## src/rtl/rgb2hsv_pkg.sv

```systemverilog
// Shared types and constants for the RGB to HSV pixel converter.
// Depends on nothing; imported by rgb_to_hsv_convert and its testbench.
`timescale 1ns / 1ps

package rgb2hsv_pkg;

    // Component and field widths
    localparam int COMP_W   = 8;
    localparam int ALPHA_W  = 8;
    localparam int HUE_FRAC = 6;
    localparam int HUE_W    = 15;

    // Full-scale component, 60 degrees and 360 degrees in hue units
    localparam int FULL_SCALE = (1 << COMP_W) - 1;
    localparam int HUE_UNIT   = 60 << HUE_FRAC;
    localparam int HUE_CIRCLE = 360 << HUE_FRAC;
    localparam int HUE_UNIT_W = $clog2(HUE_UNIT + 1);

    // Divider sizing: quotient bits cover both hue fraction and saturation,
    // remainder bits cover the divisor shifted by the top quotient bit.
    localparam int QUO_W = (HUE_UNIT_W > COMP_W) ? HUE_UNIT_W : COMP_W;
    localparam int DIV_W = COMP_W + QUO_W;

    typedef enum logic [1:0] {
        SECTOR_RED,
        SECTOR_GREEN,
        SECTOR_BLUE
    } sector_t;

    typedef struct packed {
        logic [COMP_W-1:0]  red_in;
        logic [COMP_W-1:0]  green_in;
        logic [COMP_W-1:0]  blue_in;
        logic [ALPHA_W-1:0] alpha_in;
    } rgb_pixel_t;

    typedef struct packed {
        logic [HUE_W-1:0]   hue_out;
        logic [COMP_W-1:0]  saturation_out;
        logic [COMP_W-1:0]  value_out;
        logic [ALPHA_W-1:0] alpha_out;
    } hsv_pixel_t;

    // First stage: extremes and the signed difference for the hue sector
    typedef struct packed {
        logic [COMP_W-1:0]  vmax;
        logic [COMP_W-1:0]  vmin;
        logic [COMP_W-1:0]  absdiff;
        logic               neg;
        sector_t            sector;
        logic [ALPHA_W-1:0] alpha;
    } front_t;

    // Divider stages: two restoring divisions side by side
    typedef struct packed {
        logic [DIV_W-1:0]   hue_rem;
        logic [DIV_W-1:0]   sat_rem;
        logic [QUO_W-1:0]   hue_quo;
        logic [QUO_W-1:0]   sat_quo;
        logic [COMP_W-1:0]  delta;
        logic [COMP_W-1:0]  vmax;
        logic               neg;
        sector_t            sector;
        logic [ALPHA_W-1:0] alpha;
    } div_t;

endpackage

```

## src/rtl/rgb_to_hsv_convert.sv

```systemverilog
// RGB to HSV pixel converter, fully pipelined.
// Depends on rgb2hsv_pkg.
`timescale 1ns / 1ps

// Converts one RGBA pixel per clock, while hsv_stall is low, into hue (1/64
// degree units), saturation, value and pass-through alpha. The pipeline runs
// through a front stage, a restoring divider that retires one quotient bit per
// stage for hue and saturation in parallel, and an output stage. Each
// stage holds while the stage after it is full and stalled, so bubbles are
// squeezed out and a stall loses or repeats nothing. No state links pixels.
module rgb_to_hsv_convert (
    input  logic                    clk,
    input  logic                    rst_n,
    input  logic                    rgb_valid,
    output logic                    rgb_stall,
    input  rgb2hsv_pkg::rgb_pixel_t rgb,
    output logic                    hsv_valid,
    input  logic                    hsv_stall,
    output rgb2hsv_pkg::hsv_pixel_t hsv
);
    import rgb2hsv_pkg::*;

    front_t     front_next;
    front_t     front_reg;
    logic       front_valid_reg;
    logic       front_en;

    div_t       div_next  [0:QUO_W];
    div_t       div_reg   [0:QUO_W];
    logic [QUO_W:0] div_valid_reg;
    logic [QUO_W:0] div_en;

    hsv_pixel_t out_next;
    hsv_pixel_t out_reg;
    logic       out_valid_reg;
    logic       out_en;

    logic [COMP_W-1:0] diff_a;
    logic [COMP_W-1:0] diff_b;
    logic [HUE_W-1:0]  hue_q;

    // Stage advance chain: a stage loads when empty or when its successor moves
    always_comb
    begin
        out_en = !out_valid_reg || !hsv_stall;
        div_en[QUO_W] = !div_valid_reg[QUO_W] || out_en;
        for (int k = QUO_W - 1; k >= 0; k--)
        begin
            div_en[k] = !div_valid_reg[k] || div_en[k+1];
        end
        front_en = !front_valid_reg || div_en[0];
    end

    assign rgb_stall = !front_en;
    assign hsv_valid = out_valid_reg;
    assign hsv       = out_reg;

    // Front: max, min, sector by priority red/green/blue, and |difference|
    always_comb
    begin
        front_next.alpha = rgb.alpha_in;
        if (rgb.red_in >= rgb.green_in && rgb.red_in >= rgb.blue_in)
        begin
            front_next.sector = SECTOR_RED;
            front_next.vmax   = rgb.red_in;
            diff_a            = rgb.green_in;
            diff_b            = rgb.blue_in;
        end
        else if (rgb.green_in >= rgb.blue_in)
        begin
            front_next.sector = SECTOR_GREEN;
            front_next.vmax   = rgb.green_in;
            diff_a            = rgb.blue_in;
            diff_b            = rgb.red_in;
        end
        else
        begin
            front_next.sector = SECTOR_BLUE;
            front_next.vmax   = rgb.blue_in;
            diff_a            = rgb.red_in;
            diff_b            = rgb.green_in;
        end
        front_next.vmin = rgb.red_in;
        if (rgb.green_in < front_next.vmin)
        begin
            front_next.vmin = rgb.green_in;
        end
        if (rgb.blue_in < front_next.vmin)
        begin
            front_next.vmin = rgb.blue_in;
        end
        front_next.neg     = diff_a < diff_b;
        front_next.absdiff = front_next.neg ? (diff_b - diff_a) : (diff_a - diff_b);
    end

    // Numerators: 60 degrees times |difference|, full scale times delta
    always_comb
    begin
        div_next[0].delta   = front_reg.vmax - front_reg.vmin;
        div_next[0].vmax    = front_reg.vmax;
        div_next[0].neg     = front_reg.neg;
        div_next[0].sector  = front_reg.sector;
        div_next[0].alpha   = front_reg.alpha;
        div_next[0].hue_rem = DIV_W'(front_reg.absdiff) * DIV_W'(HUE_UNIT);
        div_next[0].sat_rem = DIV_W'(div_next[0].delta) * DIV_W'(FULL_SCALE);
        div_next[0].hue_quo = '0;
        div_next[0].sat_quo = '0;
    end

    // Restoring divider: one quotient bit per stage, most significant first
    for (genvar k = 1; k <= QUO_W; k++)
    begin : g_div
        localparam int BIT = QUO_W - k;
        logic [DIV_W-1:0] hue_sub;
        logic [DIV_W-1:0] sat_sub;

        always_comb
        begin
            hue_sub     = DIV_W'(div_reg[k-1].delta) << BIT;
            sat_sub     = DIV_W'(div_reg[k-1].vmax) << BIT;
            div_next[k] = div_reg[k-1];
            if (div_reg[k-1].hue_rem >= hue_sub)
            begin
                div_next[k].hue_rem      = div_reg[k-1].hue_rem - hue_sub;
                div_next[k].hue_quo[BIT] = 1'b1;
            end
            if (div_reg[k-1].sat_rem >= sat_sub)
            begin
                div_next[k].sat_rem      = div_reg[k-1].sat_rem - sat_sub;
                div_next[k].sat_quo[BIT] = 1'b1;
            end
        end
    end

    // Output: place the hue fraction in its sector, clear grey and black cases
    always_comb
    begin
        hue_q = HUE_W'(div_reg[QUO_W].hue_quo);
        out_next.value_out = div_reg[QUO_W].vmax;
        out_next.alpha_out = div_reg[QUO_W].alpha;
        case (div_reg[QUO_W].sector)
            SECTOR_RED:
            begin
                if (!div_reg[QUO_W].neg)
                begin
                    out_next.hue_out = hue_q;
                end
                else if (hue_q == '0)
                begin
                    out_next.hue_out = '0;
                end
                else
                begin
                    out_next.hue_out = HUE_W'(HUE_CIRCLE) - hue_q;
                end
            end
            SECTOR_GREEN:
            begin
                out_next.hue_out = div_reg[QUO_W].neg ? HUE_W'(2 * HUE_UNIT) - hue_q
                                                      : HUE_W'(2 * HUE_UNIT) + hue_q;
            end
            SECTOR_BLUE:
            begin
                out_next.hue_out = div_reg[QUO_W].neg ? HUE_W'(4 * HUE_UNIT) - hue_q
                                                      : HUE_W'(4 * HUE_UNIT) + hue_q;
            end
            default:
            begin
                out_next.hue_out = '0;
            end
        endcase
        if (div_reg[QUO_W].delta == '0)
        begin
            out_next.hue_out = '0;
        end
        out_next.saturation_out = (div_reg[QUO_W].vmax == '0) ? '0
                                : div_reg[QUO_W].sat_quo[COMP_W-1:0];
    end

    // Valid bits
    always_ff @(posedge clk or negedge rst_n)
    begin
        if (!rst_n)
        begin
            front_valid_reg <= 1'b0;
            div_valid_reg   <= '0;
            out_valid_reg   <= 1'b0;
        end
        else
        begin
            if (front_en)
            begin
                front_valid_reg <= rgb_valid;
            end
            if (div_en[0])
            begin
                div_valid_reg[0] <= front_valid_reg;
            end
            for (int k = 1; k <= QUO_W; k++)
            begin
                if (div_en[k])
                begin
                    div_valid_reg[k] <= div_valid_reg[k-1];
                end
            end
            if (out_en)
            begin
                out_valid_reg <= div_valid_reg[QUO_W];
            end
        end
    end

    // Payload registers
    always_ff @(posedge clk)
    begin
        if (front_en)
        begin
            front_reg <= front_next;
        end
        for (int k = 0; k <= QUO_W; k++)
        begin
            if (div_en[k])
            begin
                div_reg[k] <= div_next[k];
            end
        end
        if (out_en)
        begin
            out_reg <= out_next;
        end
    end

    // A free output side never blocks the input side
    a_no_stall_when_drained: assert property (@(posedge clk) disable iff (!rst_n)
        !hsv_stall |-> !rgb_stall)
        else $error("input stalled while output side is free");

    // Zero saturation only for grey pixels, which have zero hue
    a_grey_hue: assert property (@(posedge clk) disable iff (!rst_n)
        hsv_valid && hsv.saturation_out == '0 |-> hsv.hue_out == '0)
        else $error("nonzero hue on grey pixel");

    // Hue stays below a full circle
    a_hue_range: assert property (@(posedge clk) disable iff (!rst_n)
        hsv_valid |-> hsv.hue_out < HUE_W'(HUE_CIRCLE))
        else $error("hue out of range");

endmodule

```

## config.mk

```make
export PLATFORM = sky130hd
export DESIGN_NAME = rgb_to_hsv_convert
export DESIGN_NICKNAME = d
export VERILOG_FILES = /design/src/rtl/rgb2hsv_pkg.sv /design/src/rtl/rgb_to_hsv_convert.sv
export SDC_FILE = /design/constraint.sdc
export NUM_CORES = 2
export LEC_CHECK = 0
export ABC_AREA = 1
export BUFFER_PORTS_ARGS = -buffer_cell sky130_fd_sc_hd__buf_2
export CORE_ASPECT_RATIO = 0.6
export CORE_MARGIN = 2
export CORE_UTILIZATION = 60
export DETAILED_ROUTE_END_ITERATION = 8
export PLACE_DENSITY = 0.77
export REMOVE_ABC_BUFFERS = 1
export SLEW_MARGIN = 20
export SYNTH_ARGS = -nofsm -noshare
export SYNTH_HDL_FRONTEND = slang
export SYNTH_SLANG_ARGS = --single-unit
```

## constraint.sdc

```tcl
create_clock -name clk -period 6.65 [get_ports clk]
set_input_delay 0.3325 -clock clk [delete_from_list [all_inputs] [get_ports clk]]
set_output_delay 0.3325 -clock clk [all_outputs]
set_load 0.1 [all_outputs]
```

==> results.rst <==
.. list-table::
   :header-rows: 1

   * - Metric
     - Value
   * - Hold-fix buffers at CTS
     - 10
   * - Final setup viols
     - 0
   * - Net count of the finished layout
     - 4,942
   * - Clk pin slew, worst setup/hold paths
     - 60 ps
   * - Number of max-slew violations in the final report
     - 0
   * - Run status
     - finished, final reports clean
   * - Effective utilization at floorplan
     - 0.607
   * - Std cell rows
     - 80
   * - Placed insts
     - 5,503
   * - Warning count from the yosys run
     - 0
   * - CTS sink count
     - 950
   * - Initial DRC Count
     - roughly 3,700
   * - Ant diodes
     - 0
   * - Data arrival time at the worst-slack endpoint
     - 5930 ps
   * - CP Capture Type
     - flip-flop
   * - Post-CTS Setup Bufs
     - 0
   * - Distinct cell type count after synthesis
     - 67
   * - Cell count after synthesis
     - 4,385
   * - Synth area leaders
     - edfxtp_1 (58%), ha_1 (8.1%), nand2_1 (6.1%)
   * - Final wirelength
     - 97.6 mm
   * - Vias per cell
     - between 5 and 6
   * - Most common flop cell mapped by yosys
     - edfxtp_1
   * - Share of the clock period used by the worst path
     - 0.832
   * - I/O Buffers
     - 76
   * - Core footprint
     - 0.0796 mm^2
   * - Clock Tree Root
     - clkbuf_16
   * - Final GP Congestion
     - 0.941
   * - Kind of start point of the critical path
     - flip-flop
   * - Maximum buffer depth of the clock tree
     - 3
   * - MaxCap Viol Count
     - 0
   * - Final core utilization
     - 0.665
   * - Inserted Clock Buffers
     - 87
   * - Number of storage elements in the synthesis netlist
     - 950
   * - Number of routed nets with antenna violations
     - 0
   * - Count of vias placed by the detailed router
     - 31,400
   * - F_max
     - 181 MHz
   * - Fin cells
     - 5,670
   * - Relative area change from synthesis to final layout
     - 9.58%
   * - CTS tree
     - done
   * - Synthesized area per cell
     - 11.0 um^2
   * - Final HPWL from detailed placement
     - around 73 mm
   * - First-pass iteration count of the detailed router
     - 6
   * - Hold WC Path Type
     - in2reg
   * - Unrepaired setup endpoints after global routing
     - false
   * - PostCTS Resize Cnt
     - 0
   * - Number of top-level pins
     - between 70 and 80
   * - Largest register FFs
     - 861
   * - Synth cell count leaders
     - edfxtp_1 (935), nand2_1 (780), inv_1 (683)
   * - Final instance area
     - 0.0529 mm^2
   * - Async set-or-reset flop fraction in the synthesized netlist
     - 0.0158
   * - Worst slew margin
     - 0.333
   * - Hold Violations, Final
     - 0
   * - Category of the critical setup timing path
     - reg2reg
   * - H-tree levels
     - 3
   * - Fraction of final layout cells with drive strength greater than 1
     - 0.0710
   * - Overall global routing resource usage
     - 0.241
   * - Placement Cell Area
     - ~0.050 mm^2
   * - Largest net degree at the start of global routing
     - 72
   * - Via count of the first global-routing pass
     - just under 30,000
   * - Avg WL per Cell
     - between 15 and 20 um
   * - Most repeated cell in the gate-level netlist after synthesis
     - edfxtp_1
   * - Die area
     - 0.0828 mm^2
   * - Initial antenna violation count
     - 0
   * - Post-synth top area cell
     - edfxtp_1
   * - Top fanout value on the critical path
     - 4
   * - Sequential cell area fraction in the yosys report
     - 0.589
   * - Post-synthesis instance area
     - about 0.048 mm^2
   * - Skew-Pair Late Insertion Delay
     - 670 ps
   * - Die outline width
     - 370 um
   * - Global-route wire length before repair
     - 160 mm
   * - Maximum clock skew at final layout
     - 24.0 ps
   * - Time the final worst path needs with I/O delays and setup
     - 5530 ps
   * - Share of the synthesized area in the top cell type
     - 0.581
   * - DR DRC count
     - 0
   * - EDFF count, synth
     - 935
   * - Die Y-Extent
     - 224 um
   * - Required arrival time at the worst endpoint
     - 7050 ps
   * - Actual slew at the worst max-slew pin
     - about 990 ps
   * - GRT Residual Overflow
     - 0
[logic make-up (layout without fill, tap and decap cells)]
family,Yosys count,count (layout),share of synthesized area
compound gates,679,679,0.0785
flops,950,950,0.589
buf+inv,737,956,0.0584
fa+ha+maj,370,370,0.105
mux,2,2,0.000440
xor+xnor,238,238,0.0432
simple gates,1409,1409,0.125
[stage by stage]
stage / setup WS, ps / hold slack [ps] / setup TNS (ps)
after global placement: 1360 / 263 / 0
after CTS: 1130 / 5.28 / 0
after detailed placement: 1210 / 277 / 0
final: 1120 / 39.4 / 0
after floorplan: -225 / 36.9 / -13340
after global routing: 770 / 53.5 / 0
[final timing paths]
kind,slack [ps],start,cells past startpoint,end
worst min register to register,410,div_reg[0][372],0,div_reg[0][463]
worst max-delay path,1120,div_next[1103],24,div_reg[0][64]
worst max register to register,1120,div_next[1103],24,div_reg[0][64]
worst min-delay path,40,rgb[9],3,front_reg[20]
min in group asynchronous,140,rst_n,2,div_valid_reg[12]
max in group asynchronous,6220,rst_n,2,div_valid_reg[0]
[cell type report]
cell class / count / area, um^2
sequential: 950 / 28500
clock inverter: 54 / 591
tap: 1066 / 1330
multi-input combinational: 2698 / 17000
clock buffer: 103 / 2260
inverter: 692 / 2600
fill: 5826 / 26700
timing repair buffer: 107 / 653
[placed cells by master (no fill, tap or decap), types with 13 or more instances in the layout]
cell type and count:
o21ai_0 291, nor3_1 53, clkinv_1 16, nand2_1 778, clkbuf_16 87, clkbuf_1 14, xor2_1 144, a21o_1 22
nor4_1 43, nand4_1 39, xnor2_1 94, buf_2 75, a31oi_1 22, o21ai_1 24, dfrtp_1 15, nor2_1 289
fa_1 58, inv_1 678, inv_2 13, buf_4 21, o21ai_2 14, ha_1 312, a21oi_1 222, edfxtp_1 935
or2_2 35, nand3_1 122
[metal layers]
layer,GRT usage,share of wire
met4,0.0480,0.017
met3,0.0394,0.080
met5,0,0
met1,0.400,0.50
met2,0.332,0.40
[worst max-delay path, stage by stage, from the launching register on]
cell and delay (ps):
edfxtp_1 380, inv_1 70, ha_1 130, inv_1 60, fa_1 410, nand3_1 90
nand2_1 80, a21oi_1 150, o21bai_1 120, xnor2_1 420, nand2_1 110, nand2_1 90
inv_1 40, ha_1 300, inv_1 60, fa_1 470, fa_1 530, fa_1 560
inv_1 50, ha_1 360, nand2_1 100, o21ai_0 260, a21o_1 180, a31oi_1 110
xor2_1 150
Power is not shown: default switching activity piles up to over one toggle a cycle in this logic, so the estimate is an artifact.
